File: src/hdl/ctgt_pkg.sv
// ----------------------------------------------------------------------------
// ctgt_pkg
// Shared types and constants of the counter to game tick converter.
// ----------------------------------------------------------------------------
package ctgt_pkg;

    // word widths
    localparam int SAMPLE_W = 64;
    localparam int FREQ_W   = 32;
    localparam int TIME_W   = 32;
    localparam int ELAP_W   = 40;
    localparam int SCALE_W  = 45;
    localparam int SHIFT_W  = 17;
    localparam int DVD_W    = SCALE_W + SHIFT_W;
    localparam int CNT_W    = $clog2(DVD_W);

    // game time per counter second is 25 * 2^17
    localparam logic [SCALE_W-1:0] SCALE_MULT = SCALE_W'(25);
    localparam logic [TIME_W-1:0]  START_TICK = TIME_W'(65536);
    localparam logic [FREQ_W-1:0]  FREQ_RESET = FREQ_W'(10000000);

    // command codes
    localparam logic CMD_INIT = 1'b0;
    localparam logic CMD_TICK = 1'b1;

    typedef enum logic [2:0] {
        ST_IDLE,
        ST_ELAP,
        ST_SCALE,
        ST_DIV,
        ST_DONE
    } t_state;

    typedef struct packed {
        logic take;
        logic elap;
        logic scale;
        logic div_step;
        logic commit;
    } t_cmd;

    typedef struct packed {
        logic slow;
        logic div_last;
        logic out_free;
    } t_status;

endpackage

File: src/hdl/ctgt_if.sv
// ----------------------------------------------------------------------------
// ctgt interfaces
// Valid/ready channels for input words and result words.
// ----------------------------------------------------------------------------
interface ctgt_in_if;
    logic        valid;
    logic        ready;
    logic        command;
    logic [63:0] counter_sample;
    logic        window_active;

    modport source (output valid, output command, output counter_sample,
                    output window_active, input ready);
    modport sink   (input valid, input command, input counter_sample,
                    input window_active, output ready);
endinterface

interface ctgt_out_if;
    logic               valid;
    logic               ready;
    logic signed [31:0] tick_length;
    logic signed [31:0] total_time;

    modport source (output valid, output tick_length, output total_time, input ready);
    modport sink   (input valid, input tick_length, input total_time, output ready);
endinterface

File: src/hdl/ctgt_ctrl.sv
// ----------------------------------------------------------------------------
// ctgt_ctrl
// Sequencer: takes a word, steps the datapath through elapsed time and, for
// active ticks, scaling and bit-serial division, then hands the result over.
// ----------------------------------------------------------------------------
module ctgt_ctrl (
    input  logic               i_clk,
    input  logic               i_rst_n,
    input  logic               i_in_valid,
    input  ctgt_pkg::t_status  i_status,
    output logic               o_in_ready,
    output ctgt_pkg::t_cmd     o_cmd
);

    ctgt_pkg::t_state r_state;
    ctgt_pkg::t_state n_state;

    // state register
    always_ff @(posedge i_clk) begin
        if (!i_rst_n) begin
            r_state <= ctgt_pkg::ST_IDLE;
        end else begin
            r_state <= n_state;
        end
    end

    // next state and commands
    always_comb begin
        n_state    = r_state;
        o_cmd      = '0;
        o_in_ready = 1'b0;
        unique case (r_state)
            ctgt_pkg::ST_IDLE: begin
                o_in_ready = 1'b1;
                if (i_in_valid) begin
                    o_cmd.take = 1'b1;
                    n_state    = ctgt_pkg::ST_ELAP;
                end
            end
            ctgt_pkg::ST_ELAP: begin
                o_cmd.elap = 1'b1;
                n_state    = i_status.slow ? ctgt_pkg::ST_SCALE : ctgt_pkg::ST_DONE;
            end
            ctgt_pkg::ST_SCALE: begin
                o_cmd.scale = 1'b1;
                n_state     = ctgt_pkg::ST_DIV;
            end
            ctgt_pkg::ST_DIV: begin
                o_cmd.div_step = 1'b1;
                if (i_status.div_last) begin
                    n_state = ctgt_pkg::ST_DONE;
                end
            end
            ctgt_pkg::ST_DONE: begin
                if (i_status.out_free) begin
                    o_cmd.commit = 1'b1;
                    n_state      = ctgt_pkg::ST_IDLE;
                end
            end
            default: begin
                n_state = ctgt_pkg::ST_IDLE;
            end
        endcase
    end

endmodule

File: src/hdl/ctgt_dpath.sv
// ----------------------------------------------------------------------------
// ctgt_dpath
// Timer state, elapsed count, scaling, restoring divider and result register.
// ----------------------------------------------------------------------------
module ctgt_dpath (
    input  logic                                  i_clk,
    input  logic                                  i_rst_n,
    input  logic                                  i_cfg_wr_en,
    input  logic [ctgt_pkg::FREQ_W-1:0]           i_cfg_wr_data,
    input  ctgt_pkg::t_cmd                        i_cmd,
    output ctgt_pkg::t_status                     o_status,
    input  logic                                  i_command,
    input  logic [ctgt_pkg::SAMPLE_W-1:0]         i_counter_sample,
    input  logic                                  i_window_active,
    input  logic                                  i_out_ready,
    output logic                                  o_out_valid,
    output logic signed [ctgt_pkg::TIME_W-1:0]    o_tick_length,
    output logic signed [ctgt_pkg::TIME_W-1:0]    o_total_time
);

    // configuration and timer state
    logic [ctgt_pkg::FREQ_W-1:0]   r_freq;
    logic                          r_pending;
    logic [ctgt_pkg::SAMPLE_W-1:0] r_prev;
    logic [ctgt_pkg::FREQ_W-1:0]   r_carry;
    logic [ctgt_pkg::TIME_W-1:0]   r_acc;

    // latched word
    logic                          r_command;
    logic [ctgt_pkg::SAMPLE_W-1:0] r_sample;
    logic                          r_active;

    // arithmetic
    logic [ctgt_pkg::ELAP_W-1:0]   r_elapsed;
    logic [ctgt_pkg::DVD_W-1:0]    r_dvd;
    logic [ctgt_pkg::FREQ_W-1:0]   r_divisor;
    logic [ctgt_pkg::FREQ_W-1:0]   r_rem;
    logic [ctgt_pkg::TIME_W-1:0]   r_quot;
    logic [ctgt_pkg::CNT_W-1:0]    r_cnt;

    // result register
    logic                          r_out_valid;
    logic [ctgt_pkg::TIME_W-1:0]   r_out_tick;
    logic [ctgt_pkg::TIME_W-1:0]   r_out_total;

    logic [ctgt_pkg::SAMPLE_W-1:0] w_diff;
    logic [ctgt_pkg::ELAP_W-1:0]   w_sat;
    logic [ctgt_pkg::SCALE_W-1:0]  w_scaled;
    logic [ctgt_pkg::FREQ_W:0]     w_rem_sh;
    logic [ctgt_pkg::FREQ_W:0]     w_rem_sub;
    logic                          w_ge;
    logic                          w_slow;
    logic [ctgt_pkg::TIME_W-1:0]   w_tick;

    // elapsed count, wrapping then saturated
    assign w_diff = r_sample - r_prev;
    assign w_sat  = (|w_diff[ctgt_pkg::SAMPLE_W-1:ctgt_pkg::ELAP_W])
                    ? '1 : w_diff[ctgt_pkg::ELAP_W-1:0];

    assign w_scaled = {{(ctgt_pkg::SCALE_W-ctgt_pkg::ELAP_W){1'b0}}, r_elapsed}
                      * ctgt_pkg::SCALE_MULT;

    // one restoring division step
    assign w_rem_sh  = {r_rem, r_dvd[ctgt_pkg::DVD_W-1]};
    assign w_rem_sub = w_rem_sh - {1'b0, r_divisor};
    assign w_ge      = !w_rem_sub[ctgt_pkg::FREQ_W];

    assign w_slow = (r_command == ctgt_pkg::CMD_TICK) && !r_pending && r_active;

    // tick length of the current word
    always_comb begin
        priority if (r_command == ctgt_pkg::CMD_INIT) begin
            w_tick = '0;
        end else if (r_pending) begin
            w_tick = ctgt_pkg::START_TICK;
        end else if (r_active) begin
            w_tick = r_quot;
        end else begin
            w_tick = '0;
        end
    end

    assign o_status.slow     = w_slow;
    assign o_status.div_last = (r_cnt == ctgt_pkg::CNT_W'(ctgt_pkg::DVD_W - 1));
    assign o_status.out_free = !r_out_valid || i_out_ready;

    // frequency register
    always_ff @(posedge i_clk) begin
        if (!i_rst_n) begin
            r_freq <= ctgt_pkg::FREQ_RESET;
        end else if (i_cfg_wr_en) begin
            r_freq <= i_cfg_wr_data;
        end
    end

    // timer state, updated when a result is handed over
    always_ff @(posedge i_clk) begin
        if (!i_rst_n) begin
            r_pending <= 1'b0;
            r_prev    <= '0;
            r_carry   <= '0;
            r_acc     <= '0;
        end else if (i_cmd.commit) begin
            r_prev <= r_sample;
            if (r_command == ctgt_pkg::CMD_INIT) begin
                r_pending <= 1'b1;
                r_carry   <= '0;
                r_acc     <= '0;
            end else begin
                r_pending <= 1'b0;
                r_acc     <= r_acc + w_tick;
                if (w_slow) begin
                    r_carry <= r_rem;
                end
            end
        end
    end

    // input word capture
    always_ff @(posedge i_clk) begin
        if (i_cmd.take) begin
            r_command <= i_command;
            r_sample  <= i_counter_sample;
            r_active  <= i_window_active;
        end
    end

    // elapsed, scaling and division
    always_ff @(posedge i_clk) begin
        if (i_cmd.elap) begin
            r_elapsed <= w_sat;
        end
        if (i_cmd.scale) begin
            r_dvd     <= {w_scaled, {ctgt_pkg::SHIFT_W{1'b0}}}
                         + {{(ctgt_pkg::DVD_W-ctgt_pkg::FREQ_W){1'b0}}, r_carry};
            r_divisor <= (r_freq == '0) ? ctgt_pkg::FREQ_W'(1) : r_freq;
            r_rem     <= '0;
            r_quot    <= '0;
        end else if (i_cmd.div_step) begin
            r_dvd  <= {r_dvd[ctgt_pkg::DVD_W-2:0], 1'b0};
            r_rem  <= w_ge ? w_rem_sub[ctgt_pkg::FREQ_W-1:0]
                           : w_rem_sh[ctgt_pkg::FREQ_W-1:0];
            r_quot <= {r_quot[ctgt_pkg::TIME_W-2:0], w_ge};
        end
    end

    // step counter
    always_ff @(posedge i_clk) begin
        if (!i_rst_n) begin
            r_cnt <= '0;
        end else if (i_cmd.scale) begin
            r_cnt <= '0;
        end else if (i_cmd.div_step) begin
            r_cnt <= r_cnt + ctgt_pkg::CNT_W'(1);
        end
    end

    // result register
    always_ff @(posedge i_clk) begin
        if (!i_rst_n) begin
            r_out_valid <= 1'b0;
        end else if (i_cmd.commit) begin
            r_out_valid <= 1'b1;
        end else if (i_out_ready) begin
            r_out_valid <= 1'b0;
        end
    end

    always_ff @(posedge i_clk) begin
        if (i_cmd.commit) begin
            r_out_tick  <= w_tick;
            r_out_total <= (r_command == ctgt_pkg::CMD_INIT) ? '0 : r_acc + w_tick;
        end
    end

    assign o_out_valid   = r_out_valid;
    assign o_tick_length = $signed(r_out_tick);
    assign o_total_time  = $signed(r_out_total);

endmodule

File: src/hdl/counter_to_game_tick_converter.sv
// ----------------------------------------------------------------------------
// counter_to_game_tick_converter
// Drift-free conversion of free-running counter samples into game time.
// ----------------------------------------------------------------------------
// Usage:
//   i_in carries one word per handshake: command (init or tick), the counter
//   sample and the window flag. o_out returns exactly one result word per
//   input word: the tick length and the wrapped running total.
//   i_cfg_wr_en / i_cfg_wr_data write the counter frequency (divisor); write
//   it only while no word is in flight.
// Sequence:
//   init, start and inactive ticks: the elapsed count is latched, then the
//   result is loaded once the output register is free. Active ticks: the
//   elapsed count is latched and scaled, then the 62-bit dividend goes
//   through a restoring divider one bit per cycle before the result is loaded.
//   i_in.ready is high only between words, so a new word is taken only once
//   the previous result is loaded.
// Reset:
//   clears the timer state, the pending flag and the result valid flag, and
//   sets the frequency to 10 MHz.
// Stall:
//   a result waits in the output register; one further word can be taken
//   and worked on, then the block holds until the waiting word is taken.
// ----------------------------------------------------------------------------
module counter_to_game_tick_converter (
    input  logic                           i_clk,
    input  logic                           i_rst_n,
    input  logic                           i_cfg_wr_en,
    input  logic [ctgt_pkg::FREQ_W-1:0]    i_cfg_wr_data,
    ctgt_in_if.sink                        i_in,
    ctgt_out_if.source                     o_out
);

    ctgt_pkg::t_cmd    w_cmd;
    ctgt_pkg::t_status w_status;

    // sequencer
    ctgt_ctrl u_ctrl (
        .i_clk      (i_clk),
        .i_rst_n    (i_rst_n),
        .i_in_valid (i_in.valid),
        .i_status   (w_status),
        .o_in_ready (i_in.ready),
        .o_cmd      (w_cmd)
    );

    // datapath
    ctgt_dpath u_dpath (
        .i_clk            (i_clk),
        .i_rst_n          (i_rst_n),
        .i_cfg_wr_en      (i_cfg_wr_en),
        .i_cfg_wr_data    (i_cfg_wr_data),
        .i_cmd            (w_cmd),
        .o_status         (w_status),
        .i_command        (i_in.command),
        .i_counter_sample (i_in.counter_sample),
        .i_window_active  (i_in.window_active),
        .i_out_ready      (o_out.ready),
        .o_out_valid      (o_out.valid),
        .o_tick_length    (o_out.tick_length),
        .o_total_time     (o_out.total_time)
    );

endmodule

File: src/flat_wrapper.sv
// flat-port wrapper written by rule: the top's interface ports become plain ports
module counter_to_game_tick_converter_flat 
  (i_clk, i_rst_n, i_cfg_wr_en, i_cfg_wr_data, i_in_valid, i_in_command, i_in_counter_sample, i_in_window_active, i_in_ready, o_out_valid, o_out_tick_length, o_out_total_time, o_out_ready);
  ctgt_in_if i_in_i ();
  ctgt_out_if o_out_i ();
  input  logic i_clk;
  input  logic i_rst_n;
  input  logic i_cfg_wr_en;
  input  logic [ctgt_pkg::FREQ_W-1:0] i_cfg_wr_data;
  input wire logic [$bits(i_in_i.valid)-1:0] i_in_valid;
  input wire logic [$bits(i_in_i.command)-1:0] i_in_command;
  input wire logic [$bits(i_in_i.counter_sample)-1:0] i_in_counter_sample;
  input wire logic [$bits(i_in_i.window_active)-1:0] i_in_window_active;
  output wire logic [$bits(i_in_i.ready)-1:0] i_in_ready;
  output wire logic [$bits(o_out_i.valid)-1:0] o_out_valid;
  output wire logic [$bits(o_out_i.tick_length)-1:0] o_out_tick_length;
  output wire logic [$bits(o_out_i.total_time)-1:0] o_out_total_time;
  input wire logic [$bits(o_out_i.ready)-1:0] o_out_ready;
  assign i_in_i.valid = i_in_valid;
  assign i_in_i.command = i_in_command;
  assign i_in_i.counter_sample = i_in_counter_sample;
  assign i_in_i.window_active = i_in_window_active;
  assign i_in_ready = i_in_i.ready;
  assign o_out_valid = o_out_i.valid;
  assign o_out_tick_length = o_out_i.tick_length;
  assign o_out_total_time = o_out_i.total_time;
  assign o_out_i.ready = o_out_ready;
  counter_to_game_tick_converter u_core (.i_clk(i_clk), .i_rst_n(i_rst_n), .i_cfg_wr_en(i_cfg_wr_en), .i_cfg_wr_data(i_cfg_wr_data), .i_in(i_in_i), .o_out(o_out_i));
endmodule
File: config.mk
export PLATFORM = sky130hd
export DESIGN_NAME = counter_to_game_tick_converter_flat
export DESIGN_NICKNAME = d
export VERILOG_FILES = /design/src/hdl/ctgt_pkg.sv /design/src/hdl/ctgt_if.sv /design/src/hdl/ctgt_ctrl.sv /design/src/hdl/ctgt_dpath.sv /design/src/hdl/counter_to_game_tick_converter.sv /design/src/flat_wrapper.sv
export SDC_FILE = /design/constraint.sdc
export NUM_CORES = 1
export LEC_CHECK = 0
export ABC_CLOCK_PERIOD_IN_PS = 10000
export BUFFER_PORTS_ARGS = -buffer_cell sky130_fd_sc_hd__buf_2
export CAP_MARGIN = 15
export CORE_MARGIN = 5
export CORE_UTILIZATION = 60
export DETAILED_ROUTE_END_ITERATION = 7
export PLACE_DENSITY = 0.78
export SETUP_SLACK_MARGIN = 0.15
export SLEW_MARGIN = 15
export SYNTH_ARGS = -nofsm -noshare
export SYNTH_HDL_FRONTEND = slang
export SYNTH_HIERARCHICAL = 1
export SYNTH_SLANG_ARGS = --single-unit
export TNS_END_PERCENT = 30
File: constraint.sdc
create_clock -name i_clk -period 10 [get_ports i_clk]
set_input_delay 1 -clock i_clk [delete_from_list [all_inputs] [get_ports i_clk]]
set_output_delay 1 -clock i_clk [all_outputs]
set_load 0.05 [all_outputs]
# Word-level counts from Yosys, hierarchy flattened
# Cells that the tools add are included.
[classes]
reduce_logical = 14
add_sub_neg = 5
n_mux = 25
n_eq_ne = 9
bitwise_logic = 1
n_mul = 1
[ops]
columns = ["cell", "count"]
rows = [
  ["32-bit 2-to-1 mux", 7],
  ["62-bit 2-to-1 mux", 2],
  ["64-bit subtractor", 1],
  ["62-bit by 32-bit adder with 62-bit output", 1],
  ["40-bit by 5-bit multiplier with 45-bit output, second input constant", 1],
  ["33-bit by 32-bit subtractor with 33-bit output", 1],
  ["32-bit adder", 1],
  ["32-bit logical NOT", 1],
  ["24-bit OR reduction", 1],
  ["3-bit case mux with 5 select lines", 1],
  ["3-bit 2-to-1 mux", 4],
  ["1-bit 2-to-1 mux", 11],
  ["6-bit by 1-bit adder with 6-bit output, second input constant", 1],
  ["3-bit by 2-bit equality test with 1-bit output, second input constant", 2],
  ["6-bit equality test, second input constant", 1],
  ["2-bit inequality test, second input constant", 3],
  ["2-bit nonzero test", 2],
  ["3-bit by 1-bit equality test with 1-bit output, second input constant", 1],
  ["3-bit equality test, second input constant", 1],
  ["1-bit logical NOT", 3],
  ["3-bit logical NOT", 1],
  ["3-bit AND reduction", 1],
  ["1-bit logical AND", 2],
  ["2-bit by 1-bit inequality test with 1-bit output, second input constant", 1],
  ["other kinds (4)", 4],
]
[totals]
register_bits = 499
input_bits = 103

# Logic depth before layout (Yosys ltp)
[logic_depth]
word_depth = 5
mapped_depth = 22
depth_no_buf = 22

# By module
# The synthesis kept the hierarchy.
[by_module_without_submodules]
columns = ["mod", "area_each_um2", "n_inst", "cells_per_inst"]
rows = [
  ["ctgt_dpath", 30825.8, 1, 3218],
  ["ctgt_ctrl", 226.5, 1, 28],
]

# Worst setup path before layout
# OpenSTA, ideal clock, no wires.
[synth_path]
path_type = "input port to flip-flop"
start = "input o_out_ready"
end = "register u_core/u_dpath/r_acc[19] (netlist bit)"
setup_ps = 128
path_buffers = 3
required_ps = 9872
t_arrival_ps = 7189
stages = 8
setup_slack_ps = 2684
path_cell_list = "nand2b_1 > nand2_1 > nor3_1 > clkbuf_1 > buf_1 > clkbuf_1 > mux2i_1 > nor2_1"
[synth_rtl]
columns = ["item", "line_no", "text"]
rows = [
  ["start: declaration", "flat_wrapper.sv:18", "input wire logic [$bits(o_out_i.ready)-1:0] o_out_ready;"],
  ["end signal: assignment", "ctgt_dpath.sv:111", "r_acc <= r_acc + w_tick;"],
  ["end: declaration", "ctgt_dpath.sv:26", "logic [ctgt_pkg::TIME_W-1:0] r_acc;"],
]

# Worst setup path after layout
[layout_path]
start = "register u_core/u_dpath/r_elapsed[4] (netlist bit)"
end = "register u_core/u_dpath/r_dvd[54] (netlist bit) (data pin)"
[layout_between]
elab_chain_len = 3
[layout_rtl]
columns = ["item", "line_no", "text"]
rows = [
  ["start: declaration", "ctgt_dpath.sv:34", "logic [ctgt_pkg::ELAP_W-1:0] r_elapsed;"],
  ["start signal: assignment", "ctgt_dpath.sv:131", "r_elapsed <= w_sat;"],
  ["40-bit by 5-bit multiplier with 45-bit output", "ctgt_dpath.sv:61", "* ctgt_pkg::SCALE_MULT;"],
  ["62-bit by 32-bit adder with 62-bit output", "ctgt_dpath.sv:135", "+ {{(ctgt_pkg::DVD_W-ctgt_pkg::FREQ_W){1'b0}}, r_carry};"],
  ["62-bit 2-to-1 mux", "ctgt_dpath.sv:133", "if (i_cmd.scale) begin"],
  ["end signal: assignment", "ctgt_dpath.sv:134", "r_dvd <= {w_scaled, {ctgt_pkg::SHIFT_W{1'b0}}}"],
  ["end signal: assignment", "ctgt_dpath.sv:140", "r_dvd <= {r_dvd[ctgt_pkg::DVD_W-2:0], 1'b0};"],
  ["end: declaration", "ctgt_dpath.sv:35", "logic [ctgt_pkg::DVD_W-1:0] r_dvd;"],
]
# No other way between the ends.
# A chain may end at the register's enable or synchronous reset.

==> impl_metrics.toml <==
[clocking]
cts-root-buf = "clkbuf_16"
htreeDepth = 2
cts_buffer_depth = 3
post_cts_resized = 0
hold_buffers = 0
cts_buffers = 52
cts.clk_slew.worst_paths_ns = 0.07
cts_tree = "built"
cts.sinks = 499
clkLatencyLatePin_ns = 0.61
cts_setup_buffers = 0

[layout]
n_fill_cell = 4022
stdcell_area_um2 = 34130
areaGrowthSynthToFinish_pct = 9.900
regArea_um2 = 12630
fin_nets = 3742
multi_input_area_um2 = 16640
drive_gt1_share_pct = 10.69
utilization_pct = 66.52
n_antenna_cell = 0

[global_routing]
grt_usage_pct = 23.83
antenna_found_initial = 3
grt_pass1_vias = 22810
grt_max_degree = 164
grt_pass1_wl_um = 113600
grt.overflow.total = 0

[routing]
routedWlPerCell_um = 17.10
drtIter0Drc = 1465
wl_um = 69350
drcViolationCount = 0
vias_per_cell = 5.772
ant_nets = 0
num_vias = 23410
first_pass_iters = 5

[yosys]
synth_common_cells = "374 x nor2_1, 323 x inv_1, 267 x ha_1"
avgSynthCellArea_um2 = 9.566
synth-seq-area-share_pct = 40.68
synth_area_leaders = "edfxtp_1 26%, dfxtp_1 15%, ha_1 11%"
synth_warnings = 6
ys_ff_latch = 499
synth_edf_count = 264
synthArstFlopShare_pct = 0
synthesis.nets = 3655
synth_top_area_share_pct = 25.53
synthesis.area_um2 = 31050
yosysMostFrequentCell = "nor2_1"
netlist.top_cell.by_area = "edfxtp_1"
synth_cells = 3246
yosysUniqueCellTypes = 100
synth-main-ff-cell = "edfxtp_1"

[die]
die_area_um2 = 56400
die_w_um = 237.5
row_count = 83
pin_count = 169
initial_core_util_pct = 60.53
die_height_um = 237.5
core-area_um2 = 51300

[critical_path]
crit_path_max_fanout = 7
cp.required_ns = 10.34
endpoint_kind = "register"
crit_type = "reg -> reg"
cp_data_arrival_time_ns = 6.03
start_kind = "register"

[timing]
worst_slew_pin_slew_ns = 1.109
max_clock_freq_mhz = 175.8
setup_viol_count_final = 0
clock_skew_ns = 0.02894
finalHoldViolations = 0
final.setup.tns_ns = 0
rsz0062_at_grt = "no"
min_period_over_period_pct = 56.87
slew_violations = 0
relSlewSlack_pct = 26.06
period_minus_slack_ns = 5.687

[run]
drv_cap = 0

[hold_path]
hold_class = "reg -> reg"

[power_and_ir_drop]
vdd.ir_drop.worst_uv = 149.0
p_per_area_nw_per_um2 = 165.0
leakagePower_nw = 13.88

[placement]
dpl-instance-area_um2 = 32300
place_congestion = 0.9364
dpl.hpwl_um = 51250
io_buffers = 168

[outcome]
outcome = "completed"
-- layer usage --
metal | global-route usage [%] | vias up | share of wire [%]
met4 | 5.702 | 2 | 2.1
met3 | 2.877 | 105 | 4.4
li1 | - | 11600 | -
met2 | 39.37 | 552 | 47
met5 | 0 | - | 0.019
met1 | 33.89 | 11160 | 47
-- layout by cell type (no fill, tap or decap), types with 45 or more instances in the layout --
| cell type | instances |
|---|---|
| a21o_1 | 75 |
| a21oi_1 | 236 |
| and2_1 | 45 |
| buf_2 | 168 |
| clkbuf_16 | 57 |
| dfxtp_1 | 235 |
| edfxtp_1 | 264 |
| ha_1 | 267 |
| inv_1 | 322 |
| mux2i_1 | 162 |
| nand2_1 | 171 |
| nor2_1 | 372 |
| o21ai_0 | 85 |
| or3_1 | 56 |
| xnor2_1 | 101 |
| xor2_1 | 85 |
-- through the flow --
stage | instances | hold slack (ns) | total power, mW | setup WS (ns)
finish | 4056 | 0.4660 | 5.632 | 4.313
detailed placement | 3957 | 0.4447 | 3.670 | 4.319
global placement | 3957 | 0.4373 | 3.631 | 4.517
floorplan | 3246 | 0.4454 | 3.378 | 2.684
CTS | 4054 | 0.4594 | 5.657 | 4.281
global route | 4056 | 0.4714 | 5.913 | 3.864
-- report_power, final --
group	internal (mW)	switching, mW
Combinational	0.523	0.794
Clock	1.16	0.818
Sequential	2.26	0.0848
-- worst max-delay path, stage by stage, from the launching register on --
cell and delay [ns]:
edfxtp_1 0.42, ha_1 0.33, ha_1 0.29, inv_1 0.05, fa_1 0.50, inv_1 0.05, ha_1 0.38, a2111oi_2 0.41
o21ai_1 0.17, nand2_1 0.13, o21ai_0 0.10, xor2_1 0.17, ha_1 0.33, and4_1 0.24, o31a_1 0.16, o221ai_1 0.20
nor3_2 0.49, nand4_2 0.23, nor3_2 0.29, nand2_1 0.10, xnor2_1 0.14, mux2_2 0.27
-- cell type report --
| cell class | count | area share (%) |
|---|---|---|
| multi-input cells | 2272 | 48.77 |
| flip-flops and latches | 499 | 37.02 |
| repair buffers | 183 | 2.889 |
| inverters | 325 | 3.582 |
| clock inverters | 22 | 0.6379 |
| well taps | 680 | 2.493 |
| clock buffers | 75 | 4.612 |
-- cell families (layout without fill, tap and decap cells) --
| group | after synthesis | after routing | share of synthesized area (%) |
|---|---|---|---|
| muxes | 200 | 200 | 6.600 |
| and+or+nand+nor | 898 | 898 | 13.90 |
| AOI/OAI and AO/OA | 681 | 681 | 14.40 |
| xor gates and xnor gates | 187 | 187 | 5.299 |
| adders and majority gates | 306 | 306 | 13.27 |
| buffers and inverters | 475 | 605 | 5.851 |
| DFF | 499 | 499 | 40.68 |
-- sequential cells by signal (all words and copies together) (netlist names) --
| register | cells |
|---|---|
| u_core/u_dpath/r_active | 1 |
| u_core/u_dpath/r_rem | 32 |
| u_core/u_dpath/r_carry | 32 |
| u_core/u_dpath/r_quot | 32 |
| u_core/u_dpath/r_command | 1 |
| u_core/u_dpath/r_sample | 64 |
| u_core/u_dpath/r_elapsed | 40 |
| u_core/u_dpath/r_prev | 64 |
| u_core/u_dpath/r_freq | 32 |
| u_core/u_dpath/o_tick_length | 32 |
| u_core/u_ctrl/r_state | 3 |
| u_core/u_dpath/r_cnt | 6 |
| u_core/u_dpath/r_divisor | 32 |
| u_core/u_dpath/o_total_time | 32 |
| u_core/u_dpath/r_dvd | 62 |
| u_core/u_dpath/o_out_valid | 1 |
| u_core/u_dpath/r_pending | 1 |
| u_core/u_dpath/r_acc | 32 |
-- final timing paths --
check,from,endpoint,slack (ns),cells past startpoint
max,u_core/u_dpath/r_elapsed[4],u_core/u_dpath/r_dvd[54],4.31,21
min,u_core/u_dpath/r_freq[30],u_core/u_dpath/r_divisor[30],0.47,0
max reg2reg,u_core/u_dpath/r_elapsed[4],u_core/u_dpath/r_dvd[54],4.31,21
min reg2reg,u_core/u_dpath/r_freq[30],u_core/u_dpath/r_divisor[30],0.47,0
Note: power is estimated with default switching activity, not from simulation.
